--- src/swm_pkg.sv ---
`timescale 1ns / 1ps
// ----------------------------------------------------------------------------
// swm_pkg: shared types and constants for the sliding window minimum
// Holds the widths, the controller state type and the command/status
// structures that pass between the controller and the datapath.
// ----------------------------------------------------------------------------
package swm_pkg;

    localparam int MAX_WINDOW   = 16;
    localparam int SAMPLE_WIDTH = 32;
    localparam int SLOT_W       = $clog2(MAX_WINDOW);
    localparam int FILL_W       = $clog2(MAX_WINDOW + 1);
    localparam int CFG_W        = 5;

    typedef logic signed [SAMPLE_WIDTH-1:0] sample_t;

    typedef enum logic [1:0] {
        ST_IDLE,
        ST_SCAN,
        ST_DONE
    } swm_state_t;

    // Commands from the controller to the datapath.
    typedef struct packed {
        logic accept;    // capture a new sample and update the store
        logic scan;      // compare one stored sample against the running minimum
        logic load_out;  // move the finished minimum into the output register
    } swm_cmd_t;

    // Status from the datapath to the controller.
    typedef struct packed {
        logic produce;   // the sample being accepted completes a full window
        logic win_one;   // the effective window is a single sample
        logic scan_done; // the current scan step is the final one
        logic out_free;  // the output register can take a new result
    } swm_stat_t;

endpackage

--- src/swm_ctrl.sv ---
`timescale 1ns / 1ps
// ----------------------------------------------------------------------------
// swm_ctrl: sequencing state machine
// Accepts one sample at a time, steps the datapath through the window scan
// and hands the finished minimum to the output register.
// ----------------------------------------------------------------------------
module swm_ctrl (
    input  logic               aclk,
    input  logic               aresetn,
    input  logic               s_tvalid,
    output logic               s_tready,
    input  swm_pkg::swm_stat_t stat,
    output swm_pkg::swm_cmd_t  cmd
);
    import swm_pkg::*;

    swm_state_t state_reg;
    swm_state_t state_next;

    always_ff @(posedge aclk) begin
        if (!aresetn) begin
            state_reg <= ST_IDLE;
        end else begin
            state_reg <= state_next;
        end
    end

    always_comb begin
        state_next   = state_reg;
        s_tready     = 1'b0;
        cmd.accept   = 1'b0;
        cmd.scan     = 1'b0;
        cmd.load_out = 1'b0;
        case (state_reg)
            ST_IDLE: begin
                s_tready = 1'b1;
                if (s_tvalid) begin
                    cmd.accept = 1'b1;
                    if (stat.produce) begin
                        state_next = stat.win_one ? ST_DONE : ST_SCAN;
                    end
                end
            end
            ST_SCAN: begin
                cmd.scan = 1'b1;
                if (stat.scan_done) begin
                    state_next = ST_DONE;
                end
            end
            ST_DONE: begin
                if (stat.out_free) begin
                    cmd.load_out = 1'b1;
                    state_next   = ST_IDLE;
                end
            end
            default: begin
                state_next = ST_IDLE;
            end
        endcase
    end

endmodule

--- src/swm_dp.sv ---
`timescale 1ns / 1ps
// ----------------------------------------------------------------------------
// swm_dp: window store, counters and minimum datapath
// Keeps the circular sample store, the fill count and write slot, the
// window length register, the running minimum and the output register.
// ----------------------------------------------------------------------------
module swm_dp (
    input  logic                          aclk,
    input  logic                          aresetn,
    input  logic                          cfg_valid,
    input  logic [swm_pkg::CFG_W-1:0]     cfg_data,
    input  logic [swm_pkg::SAMPLE_WIDTH-1:0] in_sample,
    input  logic                          in_last,
    input  swm_pkg::swm_cmd_t             cmd,
    output swm_pkg::swm_stat_t            stat,
    output logic                          out_valid,
    input  logic                          out_ready,
    output logic [swm_pkg::SAMPLE_WIDTH-1:0] out_min,
    output logic                          out_last
);
    import swm_pkg::*;

    logic [CFG_W-1:0]  win_len_reg;
    logic [FILL_W-1:0] fill_reg;
    logic [FILL_W-1:0] fill_next;
    logic [FILL_W-1:0] fill_inc;
    logic [SLOT_W-1:0] slot_reg;
    logic [SLOT_W-1:0] slot_next;
    logic [SLOT_W-1:0] rd_reg;
    logic [SLOT_W-1:0] idx_reg;
    logic [SLOT_W-1:0] last_idx_reg;
    logic [FILL_W-1:0] win_eff;
    logic              out_valid_reg;

    sample_t window_store_reg [MAX_WINDOW];
    sample_t best_reg;
    sample_t rd_data;
    sample_t out_min_reg;
    logic    last_reg;
    logic    out_last_reg;

    // A zero length acts as one, anything above the store depth saturates.
    always_comb begin
        if (win_len_reg == '0) begin
            win_eff = FILL_W'(1);
        end else if (FILL_W'(win_len_reg) > FILL_W'(MAX_WINDOW)) begin
            win_eff = FILL_W'(MAX_WINDOW);
        end else begin
            win_eff = FILL_W'(win_len_reg);
        end
    end

    assign fill_inc  = (fill_reg < FILL_W'(MAX_WINDOW)) ? fill_reg + FILL_W'(1) : fill_reg;
    assign fill_next = in_last ? '0 : fill_inc;
    assign slot_next = in_last ? '0 : slot_reg + SLOT_W'(1);
    assign rd_data   = window_store_reg[rd_reg];

    assign stat.produce   = (fill_inc >= win_eff);
    assign stat.win_one   = (win_eff == FILL_W'(1));
    assign stat.scan_done = (idx_reg == last_idx_reg);
    assign stat.out_free  = !out_valid_reg || out_ready;

    always_ff @(posedge aclk) begin
        if (!aresetn) begin
            win_len_reg   <= CFG_W'(1);
            fill_reg      <= '0;
            slot_reg      <= '0;
            out_valid_reg <= 1'b0;
        end else begin
            if (cfg_valid) begin
                win_len_reg <= cfg_data;
            end
            if (cmd.accept) begin
                fill_reg <= fill_next;
                slot_reg <= slot_next;
            end
            if (cmd.load_out) begin
                out_valid_reg <= 1'b1;
            end else if (out_ready) begin
                out_valid_reg <= 1'b0;
            end
        end
    end

    always_ff @(posedge aclk) begin
        if (cmd.accept) begin
            window_store_reg[slot_reg] <= sample_t'(in_sample);
            best_reg     <= sample_t'(in_sample);
            last_reg     <= in_last;
            rd_reg       <= slot_reg - SLOT_W'(1);
            idx_reg      <= SLOT_W'(1);
            last_idx_reg <= SLOT_W'(win_eff - FILL_W'(1));
        end else if (cmd.scan) begin
            if (rd_data < best_reg) begin
                best_reg <= rd_data;
            end
            rd_reg  <= rd_reg - SLOT_W'(1);
            idx_reg <= idx_reg + SLOT_W'(1);
        end
        if (cmd.load_out) begin
            out_min_reg  <= best_reg;
            out_last_reg <= last_reg;
        end
    end

    assign out_valid = out_valid_reg;
    assign out_min   = out_min_reg;
    assign out_last  = out_last_reg;

`ifndef SYNTHESIS
    a_fill_bound: assert property (@(posedge aclk) disable iff (!aresetn)
        fill_reg <= FILL_W'(MAX_WINDOW))
        else $error("fill count exceeds the store depth");

    a_last_clears: assert property (@(posedge aclk) disable iff (!aresetn)
        (cmd.accept && in_last) |=> (fill_reg == '0 && slot_reg == '0))
        else $error("final sample did not clear fill count and write slot");

    a_scan_range: assert property (@(posedge aclk) disable iff (!aresetn)
        cmd.scan |-> (idx_reg != '0 && idx_reg <= last_idx_reg))
        else $error("scan step outside the window");

    a_no_overwrite: assert property (@(posedge aclk) disable iff (!aresetn)
        (out_valid_reg && !out_ready) |-> !cmd.load_out)
        else $error("pending result overwritten");
`endif

endmodule

--- src/sliding_window_minimum.sv ---
`timescale 1ns / 1ps
// ----------------------------------------------------------------------------
// sliding_window_minimum: running minimum over the latest samples of an array
// Streams signed samples in, grouped into arrays closed by tlast, and streams
// out the minimum of the latest window_len samples of the current array.
// ----------------------------------------------------------------------------
// Usage notes:
// The slave channel carries one signed sample per transaction, with s_tlast
// marking the final sample of an array. From the window_len-th sample of an
// array on, every sample produces one master transaction
// holding the minimum of the latest window_len samples; m_tlast is set on the
// result that belongs to the array's final sample. Shorter arrays yield no
// results. The window length is to be written through the cfg channel while
// the block is idle; the block itself does not enforce this. Zero acts as one
// and values above 16 act as 16. A sample that produces a result is accepted,
// then the single comparator walks the older stored samples of the window one
// per cycle, and then the minimum moves into the output register once that
// register is free. A sample that produces no result is only accepted. The
// result register lets the next sample be accepted while a result waits; if
// the receiver stalls longer, the block holds the next finished minimum and
// stops accepting until the output register frees.
// Reset sets the window length to one and empties the window; stored samples
// are not cleared, since only samples of the current array are ever read.
// ----------------------------------------------------------------------------
module sliding_window_minimum (
    input  logic        aclk,
    input  logic        aresetn,
    // Slave stream: tdata = sample[31:0].
    input  logic        s_tvalid,
    output logic        s_tready,
    input  logic [31:0] s_tdata,
    input  logic        s_tlast,
    // Master stream: tdata = window_min[31:0].
    output logic        m_tvalid,
    input  logic        m_tready,
    output logic [31:0] m_tdata,
    output logic        m_tlast,
    // Configuration: window_len[4:0].
    input  logic        cfg_valid,
    output logic        cfg_ready,
    input  logic [4:0]  cfg_data
);
    import swm_pkg::*;

    swm_cmd_t  cmd;
    swm_stat_t stat;

    // The window length register can always take a write.
    assign cfg_ready = 1'b1;

    // Controller: sequences accept, scan and hand-off to the output register.
    swm_ctrl u_ctrl (
        .aclk     (aclk),
        .aresetn  (aresetn),
        .s_tvalid (s_tvalid),
        .s_tready (s_tready),
        .stat     (stat),
        .cmd      (cmd)
    );

    // Datapath: sample store, counters, comparator and output register.
    swm_dp u_dp (
        .aclk      (aclk),
        .aresetn   (aresetn),
        .cfg_valid (cfg_valid),
        .cfg_data  (cfg_data),
        .in_sample (s_tdata),
        .in_last   (s_tlast),
        .cmd       (cmd),
        .stat      (stat),
        .out_valid (m_tvalid),
        .out_ready (m_tready),
        .out_min   (m_tdata),
        .out_last  (m_tlast)
    );

endmodule

--- config.mk ---
export PLATFORM = sky130hd
export DESIGN_NAME = sliding_window_minimum
export DESIGN_NICKNAME = d
export VERILOG_FILES = /design/src/swm_pkg.sv /design/src/swm_ctrl.sv /design/src/swm_dp.sv /design/src/sliding_window_minimum.sv
export SDC_FILE = /design/constraint.sdc
export NUM_CORES = 1
export LEC_CHECK = 0
export ABC_AREA = 1
export BUFFER_PORTS_ARGS = -buffer_cell sky130_fd_sc_hd__buf_4
export CORE_ASPECT_RATIO = 0.7
export CORE_MARGIN = 4
export CORE_UTILIZATION = 25
export DETAILED_ROUTE_END_ITERATION = 8
export PLACE_DENSITY_LB_ADDON = 0.3
export REMOVE_ABC_BUFFERS = 1
export SLEW_MARGIN = 20
export SYNTH_ARGS = -nofsm -noshare
export SYNTH_HDL_FRONTEND = slang
export SYNTH_SLANG_ARGS = --single-unit
--- constraint.sdc ---
create_clock -name aclk -period 3.86 [get_ports aclk]
set_clock_uncertainty 0.05 [all_clocks]
set_input_delay 0.386 -clock aclk [delete_from_list [all_inputs] [get_ports aclk]]
set_output_delay 0.386 -clock aclk [all_outputs]
set_load 0.02 [all_outputs]
---- After elaboration in Yosys (flattened, before gate mapping) ----
Memories as Yosys holds them, arrays and structs flattened. A register that Yosys moved wholly into a read port is not among the register bits.
Index checks and enable logic that the tools add are counted.
cells by class
  add/sub/neg operators ................... 6
  magnitude comparators ................... 4
  eq/ne operators ......................... 8
  muxes and demuxes ....................... 27
  reductions and logical operators ........ 9
operator list
  cell                                                   number
  two-way mux 32 bit                                     3
  less-than comparator 32 bit                            1
  two-way mux 5 bit                                      4
  two-way mux 4 bit                                      4
  subtractor 4 x 1 -> 4 bit (second input constant)      3
  two-way mux 1 bit                                      10
  two-way mux 2 bit                                      5
  adder 4 x 1 -> 4 bit (second input constant)           2
  != test 2 bit (second input constant)                  4
  case mux 2 bit (3 select lines)                        1
  nonzero test 2 bit                                     3
  adder 5 x 1 -> 5 bit (second input constant)           1
  equality test 5 x 1 -> 1 bit (second input constant)   1
  >= comparator 5 bit                                    1
  greater-than comparator 5 bit (second input constant)  1
  logical NOT 5 bit                                      1
  less-than comparator 5 bit (second input constant)     1
  equality test 4 bit                                    1
  AND reduction 4 bit                                    1
  equality test 2 x 1 -> 1 bit (second input constant)   1
  equality test 2 bit (second input constant)            1
  logical NOT 2 bit                                      1
  AND reduction 2 bit                                    1
  logical NOT 1 bit                                      1
  logical OR 1 bit                                       1
storage, ports and cells
  flip-flop bits (word level) ............. 95
  bits in writable memories ............... 512
  output and inout port bits .............. 36
  memories ................................ 1
memory list
  memory                 depth  bits a word  read ports  clocked after Yosys merged registers in  wr ports  RTL line      RTL
  u_dp.window_store_reg  16     32           1           1                                        1         swm_dp.sv:35  sample_t window_store_reg [MAX_WINDOW];

---- Longest topological paths before layout ----
Gate-level depths: netlist (run 1).
  word-level depth ........................ 8
  depth in mapped cells ................... 22
  depth with buffers taken out ............ 20

---- Modules after synthesis ----
From an unflattened synthesis (run 1), not the netlist that was laid out.
second synthesis, totals
  cell total of the unflattened synthesis .. 1880
  area total of the unflattened synthesis .. 24596.1 um^2
modules (own cells, without submodules)
  module                  instances  cells each  area each (um^2)  seq. area each (um^2)
  swm_dp                  1          1853        24439.7           18057.3
  swm_ctrl                1          25          145.1             40.0
  sliding_window_minimum  1          2           11.3              0.0

---- Least setup slack after synthesis (run 1) ----
Ideal clock, no wire load.
  kind .................................... reg2reg
  start ................................... register (tool-made name)
  end ..................................... register u_dp.best_reg[0] (enable)
  arrival ................................. 3.133 ns
  required time ........................... 3.421 ns
  setup slack ............................. 0.288 ns
  stages on the path, launching flop included .. 21
  path buffers ............................ 3
  period minus slack after synthesis ...... 3.572 ns
  cells stage by stage .................... dfxtp_1 -> inv_2 -> buf_6 -> buf_2 -> buf_1 -> nor2_1 -> o221ai_1 -> o211ai_1 -> nand2_1 -> ha_1 -> nand2_1 -> inv_1 -> nand3_1 -> a31oi_1 -> a2111oi_0 -> nand2_1 -> nand2_1 -> nand2_1 -> nand2_1 -> nand3_1 -> nand2_1
RTL lines
  item                    RTL line      RTL
  end signal: assignment  swm_dp.sv:88  best_reg <= sample_t'(in_sample);
  end signal: assignment  swm_dp.sv:95  best_reg <= rd_data;
  end: declaration        swm_dp.sv:36  sample_t best_reg;

==> run summary, run 1 <==
The floorplan has 95 rows. The register with the most flip-flops in the layout has 512 of them. The most common flop cell mapped by yosys was edfxtp_1. The launch point of the worst hold path was cfg_data[1]. Along the worst path, the maximum fanout reaches 49. The logs give 0.382 for the max-slew headroom at the worst pin and 0 for the number of max-cap violations. For the leakage power of the design, the log shows 9.71 nW. The transition time at the pin with the least slew margin was 925 ps.

Post-synthesis average cell area: 13.2 µm². Fraction of power consumed by sequential logic: 0.390. Combinational group share of total power: 0.352. For the worst-skew pair, the clock arrives at the later sink with an insertion delay of 620 ps. STA classifies the critical path startpoint as a flop. The clock sink total is 611, and the worst IR drop on VDD is 0.000352 V. Share of cells above drive strength 1: 0.124. For the number of distinct library cell variants in the gate-level netlist after synthesis, the log shows 40. Leaving out fill and tap cells, the most frequent cell in the layout is edfxtp_1.

The tools report the post-synth design cell area as 0.0246 mm². The worst hold path was traced through 3 stages. The standard cell core area was 0.0966 mm²; the number of DRC violations after detailed routing was 0. After detailed routing, the number of vias per cell comes to 4.79. Global routing finished with a remaining overflow of 0. The fraction of registers with async set or reset after synthesis was 0. Number of global-route vias before repair: 15300. By area, the combinational part of the netlist is dominated by compound AO/OA/AOI/OAI gates. TritonCTS created 58 clock buffers. Timing would allow up to 272 MHz.

Measured along the x axis, the die boundary spans 383 µm. The run gives 0.737 as the sequential area share after synthesis. The worst min-delay path class is input pin to flop. In this run the count of I/O pins placed on the die edge is 79.

The die covers 0.103 mm². The run gives 182 ps as the worst setup slack after layout. The final-layout fill cell count is 9593, and the post-synthesis adder-cell area fraction is 0.0229.

STA puts the critical path data required time at 4130 ps. The clock root buffer master is clkbuf_16. In the layout the commonest cells are edfxtp_1, nor2_1, o21ai_0.

The setup-violating endpoint count in the final report was 0; the count of H-tree levels built during CTS was 2. Wire length of the first global-routing pass: 104 mm. The overall routing resource usage came out at 0.134.

STA classifies the critical path endpoint as a flop. The layout-stage area growth over the synthesis result is 19.6%, and the HPWL reported at the end of detailed placement is 40.1 mm. The total power divided by cell area is 727 mW/mm², and the switching part of the total power is 0.367. Yosys printed 0 warnings. Synthesis produced a netlist whose cell count is 1864. The worst-case reg-to-reg path depth is 19, and the overall routed net length is 71.1 mm. The number of antenna violations at the first check in global routing is 3, and the sequential cell area is 0.0181 mm².

The run gives 3 as the largest buffer count on any clock path. The clock transition at the registers of the reported paths is 70 ps, and the clock network fraction of total power is 0.258. The flow ran to the end, and the final reports show no timing, DRC or antenna violations. Entering global routing, the biggest net connects 79 pins.

The fraction of the mapped netlist area in compound gates came out at 0.124. The worst register-to-register path ends at u_dp.best_reg[1]$_DFFE_PP_. The flop-to-flop setup slack was 180 ps; the footprint of the multi-input gates was 0.00585 mm². The logs give 0.254 for the initial core utilization and 0.765 for the last weighted congestion value of the routability-driven placer. The post-placement setup slack is 11.1 ps. The final route contains 16000 vias. The worst slack on hold paths came out at 24.7 ps. The first detailed-routing pass took 7 iterations.

The final cycle utilization of the critical path was 0.953. The clock period could shrink to 3680 ps. The area share of and/or/nand/nor cells after synthesis works out to 0.0797. The cell-internal power was 0.0135 W; the layout net count was 2065. The count of buffers added on input and output ports is 77. The first routing iteration left 1512 violations. After synthesis the netlist holds a flip-flop and latch count of 611. The switching component of the power was 0.00784 W; the vertical die dimension was 270 µm. The number of flops mapped to enable cells by yosys was 586; the data arrival time of the worst path was 3950 ps. The tools report the hold violation count in the final report as 0. The mux share of post-synthesis cell area was 0.000459; the routed wire length per instance was 21.3 µm. In this run the remaining antenna-violating nets after routing total 0. The path with the worst hold slack has its endpoint at u_dp.win_len_reg[1]$_SDFFE_PN0P_. The type of the worst setup path was flop to flop. The run gives 0 as the final-report max-slew violation count. TritonCTS built the clock tree. The XOR/XNOR share of the synthesized area is 0.00392.
-- power by group through the flow --
stage          combinational [W]  sequential, W  clock (W)
3_5_place_dp             0.00739        0.00846          0
3_3_place_gp             0.00731        0.00846          0
6_report                 0.00752        0.00833    0.00551
5_1_grt                  0.00833        0.00836    0.00593
2_1_floorplan            0.00401        0.00871          0
4_1_cts                  0.00745        0.00832    0.00565
-- synthesized netlist by cell type (2+ instances only) --
cell type  number  area share
o211ai_1       38       0.012
clkbuf_1       85       0.013
buf_4           2     0.00061
a22oi_1         2     0.00061
xor2_1          3      0.0011
edfxtp_1      586        0.72
o21ai_1        18      0.0037
o22ai_1        38      0.0097
a31oi_1        33      0.0084
inv_1          77       0.012
buf_2          20      0.0041
o21ai_0       250       0.051
buf_1           6     0.00092
a211oi_1        4      0.0012
nand3_1        48      0.0098
nand2_1       121       0.018
a21oi_1        23      0.0047
o221ai_1       86       0.031
inv_2           2     0.00031
nor2_1        323       0.049
ha_1           45       0.023
dfxtp_1        25       0.020
xnor2_1         8      0.0029
o21a_1          3     0.00092
nand4_1         3     0.00076
-- worst max-delay path by stage --
stage	endpoint	cells past startpoint	slack (ps)
final	u_dp.best_reg[1]$_DFFE_PP_	19	180
after global placement	u_dp.best_reg[1]$_DFFE_PP_	17	-9
after global routing	u_dp.best_reg[16]$_DFFE_PP_	19	-0.2
after CTS	u_dp.best_reg[18]$_DFFE_PP_	18	120
after floorplan	u_dp.best_reg[0]$_DFFE_PP_	17	-6540
after detailed placement	u_dp.best_reg[7]$_DFFE_PP_	15	10
-- worst max-delay path, stage by stage (launching register included) --
cell      delay [ps]
dfxtp_4          400
buf_16           240
buf_16           240
o21ai_0          130
o221ai_1         230
nand3_1          140
nand2_1          140
ha_1             250
a21oi_1          140
nor2_1            50
a211oi_1         210
nand2_1          140
nand2_1           70
nand2_1          130
nand2_1          130
nand2_1           60
nand2_1           60
nand3_1           80
nand2_2          150
buf_12           200
-- what timing repair did --
action                                  CTS  global route
buffers inserted                          0             1
hold buffers                             28             0
resized for setup                         1             9
endpoints found under the setup margin   18            32
pin swaps                                 0             1
hold endpoints to repair                200             0
-- layer usage --
layer	up-vias	global-route usage	wire length, µm
li1	7197	-	-
met1	8105	0.195	33400
met2	538	0.201	31300
met3	114	0.0271	4540
met4	4	0.0380	1810
met5	-	0	27
-- kinds of logic after synthesis --
group	Yosys count
other	1
XOR/XNOR	11
AND/OR/NAND/NOR	500
AO/OA/AOI/OAI	501
multiplexers	1
adder cells (fa/ha/maj)	45
buffers and inverters	194
flip-flops	611
-- layout make-up --
| type | instances | area share |
|---|---|---|
| diodes | 1 | 0.0000852 |
| clock buffers | 69 | 0.0516 |
| clock inverters | 35 | 0.00904 |
| inverters | 80 | 0.0105 |
| multi-input cells | 1059 | 0.199 |
| flip-flops and latches | 611 | 0.617 |
| well taps | 1309 | 0.0558 |
| repair buffers | 167 | 0.0566 |
-- per-stage QoR --
stage                     instance area (µm²)  setup TNS, ps  instances   util  total power (W)
after floorplan                         24100        -561100       1750      -           0.0127
after global placement                  27200           -119       3197  0.282           0.0158
after detailed placement                27200              0       3197  0.282           0.0158
after CTS                               29300              0       3329  0.303           0.0214
after global routing                    29400         -0.206       3331  0.304           0.0226
final                                   29400              0       3331  0.304           0.0214
Power figures use the tool's default switching activity.
==> run 2, diff against run 1 <==
CTS_BUF_LIST = sky130_fd_sc_hd__clkbuf_2   (was unset)
==> run 2 against run 1 <==
Net effect: flip-flop and latch count unchanged; routed wire length increased by 2.4%; global-route usage increased by 0.55 points; critical endpoint unchanged.
==> run summary, run 2 (same netlist as run 1, synthesis figures left out) <==
The layout-stage area growth over the synthesis result works out to 20.8% (was 19.6%). Clock root buffer master: clkbuf_2 (was clkbuf_16). The tools report the met2 wirelength from detailed routing as 32.0 mm (was 31.3 mm).

The clock transition at the registers of the reported paths works out to 110 ps (was 70 ps). The number of DRC violations after detailed routing was 0 (unchanged); the top fanout value on the critical path was 49 (unchanged). The tools report the initial core utilization as 0.254 (unchanged).

Number of max-cap violations: 0 (unchanged). For the total CTS buffers, the log shows 149 (was 58). The number of antenna violations at the first check in global routing is 5 (was 3). The overall power after layout came out at 0.0205 W (was 0.0214 W). Master of the slowest instance on the critical path: dfxtp_4 (unchanged). Startpoint type of the worst setup path: a flop (unchanged). Wire length on met1: 33.3 mm (was 33.4 mm). Setup repair after global routing left no endpoint under its margin. The run gives 1350 ps (was 620 ps) as the clock latency at the later pin of the worst-skew pair. The tools report the worst IR drop on VDD as 0.000360 V (was 0.000352 V).

Footprint of the multi-input gates: 0.00585 mm² (unchanged). For the overall routed net length, the log shows 72.8 mm (was 71.1 mm). The count of standard-cell rows was 95 (unchanged); the setup-violating endpoint count in the final report was 0 (unchanged). The run finished with clean final reports. The via count was 16700 (was 16000). The number of routed nets with antenna violations was 0 (unchanged). The last weighted congestion value of the routability-driven placer came out at 0.765 (unchanged). Worst min-delay path class: input pin to flop (unchanged). The largest net degree at the start of global routing came out at 79 (unchanged). Overall die width: 383 µm (unchanged). The logs give 40.1 mm (unchanged) for the HPWL reported at the end of detailed placement and 0.0181 mm² (unchanged) for the sequential cell area. Post-layout minimum cycle time: 3680 ps (about the same). Overall routing resource usage: 0.139 (was 0.134).

TritonCTS built the clock tree. Clock sink total: 611 (unchanged). The tools report the final global-route overflow total as 0 (unchanged). The kind of capture point of the worst setup path is a flop (unchanged).

The transition time at the pin with the least slew margin is 920 ps (was 925 ps). The final-report max-slew violation count is 0 (unchanged), and the achievable clock frequency is 272 MHz (about the same). Commonest cells after routing, fill and taps aside: edfxtp_1, nor2_1, o21ai_0 (unchanged).

The final setup TNS is 0 ps (unchanged), and the number of top-level pins is 79 (unchanged). The final cycle utilization of the critical path is 0.952 (was 0.953), and the leakage power of the design is 10.2 nW (was 9.71 nW). Max-slew headroom at the worst pin: 0.385 (was 0.382). The count of input and output buffers is 77 (unchanged), and the total power divided by cell area is 692 mW/mm² (was 727 mW/mm²). The run gives 9707 (was 9593) as the final-layout fill cell count. Cell chain of the critical path: buf_16 > buf_16 > o21ai_0 > o221ai_1 > nand3_1 > nand2_1 > ha_1 > a21oi_1 > nor2_1 > a211oi_1 > nand2_1 > nand2_1 > nand2_1 > nand2_1 > nand2_1 > nand2_1 > nand3_1 > nand2_2 > buf_12 (unchanged). Number of buffer and inverter instances along the worst setup path: 3 (unchanged). The number of global-route vias before repair came out at 16400 (was 15300). The flop-to-flop setup slack is 180 ps (about the same). The logs give 0.0966 mm² (unchanged) for the standard cell core area and 3 (unchanged) for the largest buffer count on any clock path. The wire length of the first global-routing pass is 107 mm (was 104 mm), and the share of cells above drive strength 1 is 0.182 (was 0.124). The most common library cell in the layout ignoring fill and taps is edfxtp_1 (unchanged).

Die outline area: 0.103 mm² (unchanged). The count of H-tree levels built during CTS is 4 (was 2). The detailed-route vias per instance was 4.69 (was 4.79). Hold violation count in the final report: 0 (unchanged). The routed wire length per instance is 20.5 µm (was 21.3 µm).

The kind of cell adding the most delay to the critical path is simple AND/OR/NAND/NOR gates (unchanged). For the violation count after the first detailed-routing iteration, the log shows 1788 (was 1512). The type of the worst setup path is flop to flop (unchanged). Layout net count: 2217 (was 2065). Top layer used by detailed routing: met5 (unchanged). Most numerous cell on the critical path: nand2_1 (unchanged).

Flip-flop count of the largest register, all copies and words added: 512 (unchanged). Maximum single-stage delay on the critical path: 420 ps (was 400 ps). Wire length on met3: 5.72 mm (was 4.54 mm).

For the required time reported for the critical path endpoint, the log shows 4810 ps (was 4130 ps). Data arrival time of the worst path: 4630 ps (was 3950 ps). The run gives 5 (was 7) as the number of iterations in the first detailed-routing pass. The vertical die dimension is 270 µm (unchanged).
[run 2: changes by cell type in the layout (fill, tap and decap cells not counted), sizes merged]
cell         before  now
clkinv           32   36
clkinvlp          0    1
diode             1    5
dlygate4sd3      28   89
inv              79   83
clkbuf           69  218
bufinv            4    7
[run 2: path summary, 6_finish.rpt]
path | start | endpoint | cells past startpoint
worst max-delay path | flop | u_dp.best_reg[1]$_DFFE_PP_ | 19
worst min register to register | u_dp.last_reg$_DFFE_PP_ | u_dp.out_last$_DFFE_PP_ | 0
worst max register to register | flop | u_dp.best_reg[1]$_DFFE_PP_ | 19
worst min-delay path | cfg_data[0] | u_dp.win_len_reg[0]$_SDFFE_PN1P_ | 5
[run 2: final cells by class]
| type | count | share of cell area |
|---|---|---|
| flip-flops and latches | 611 | 0.611 |
| multi-input cells | 1059 | 0.197 |
| repair buffers | 228 | 0.0764 |
| well taps | 1309 | 0.0552 |
| clock buffers | 218 | 0.0368 |
| clock inverters | 47 | 0.0124 |
| inverters | 80 | 0.0104 |
| diodes | 5 | 0.000422 |
[run 2: worst min-delay path, stage by stage]
cell	delay (ps)
dlygate4sd3_1	530
buf_4	100
a21oi_1	50
o21ai_0	60
dlygate4sd3_1	540
[run 2: metal layers]
metal,vias up,track usage
met3,128,0.0379
met4,4,0.0514
li1,7605,-
met1,8276,0.195
met5,-,0
met2,686,0.206
[run 2: report_power, final]
| group | internal (W) | switching (W) | leakage (nW) |
|---|---|---|---|
| Sequential | 0.00796 | 0.000362 | 5.52 |
| Clock | 0.00198 | 0.00265 | 1.09 |
| Combinational | 0.00255 | 0.00503 | 3.57 |
[run 2: through the flow]
stage	std cells	setup slack [ps]	cell area [µm²]	hold WS, ps	utilization
6_report	3557	184	29600	349	0.307
5_1_grt	3557	5.51	29600	209	0.307
4_1_cts	3551	113	29600	111	0.306
3_5_place_dp	3197	11.1	27200	374	0.282
3_3_place_gp	3197	-8.88	27200	376	0.282
2_1_floorplan	1750	-6540	24100	350	-
[run 2: timing repair]
item	4_1_cts	5_1_grt
hold buffers	89	0
pin swaps	0	1
resized for setup	1	8
endpoints found under the setup margin	3	32
hold endpoints to repair	648	0
setup buffers	0	1
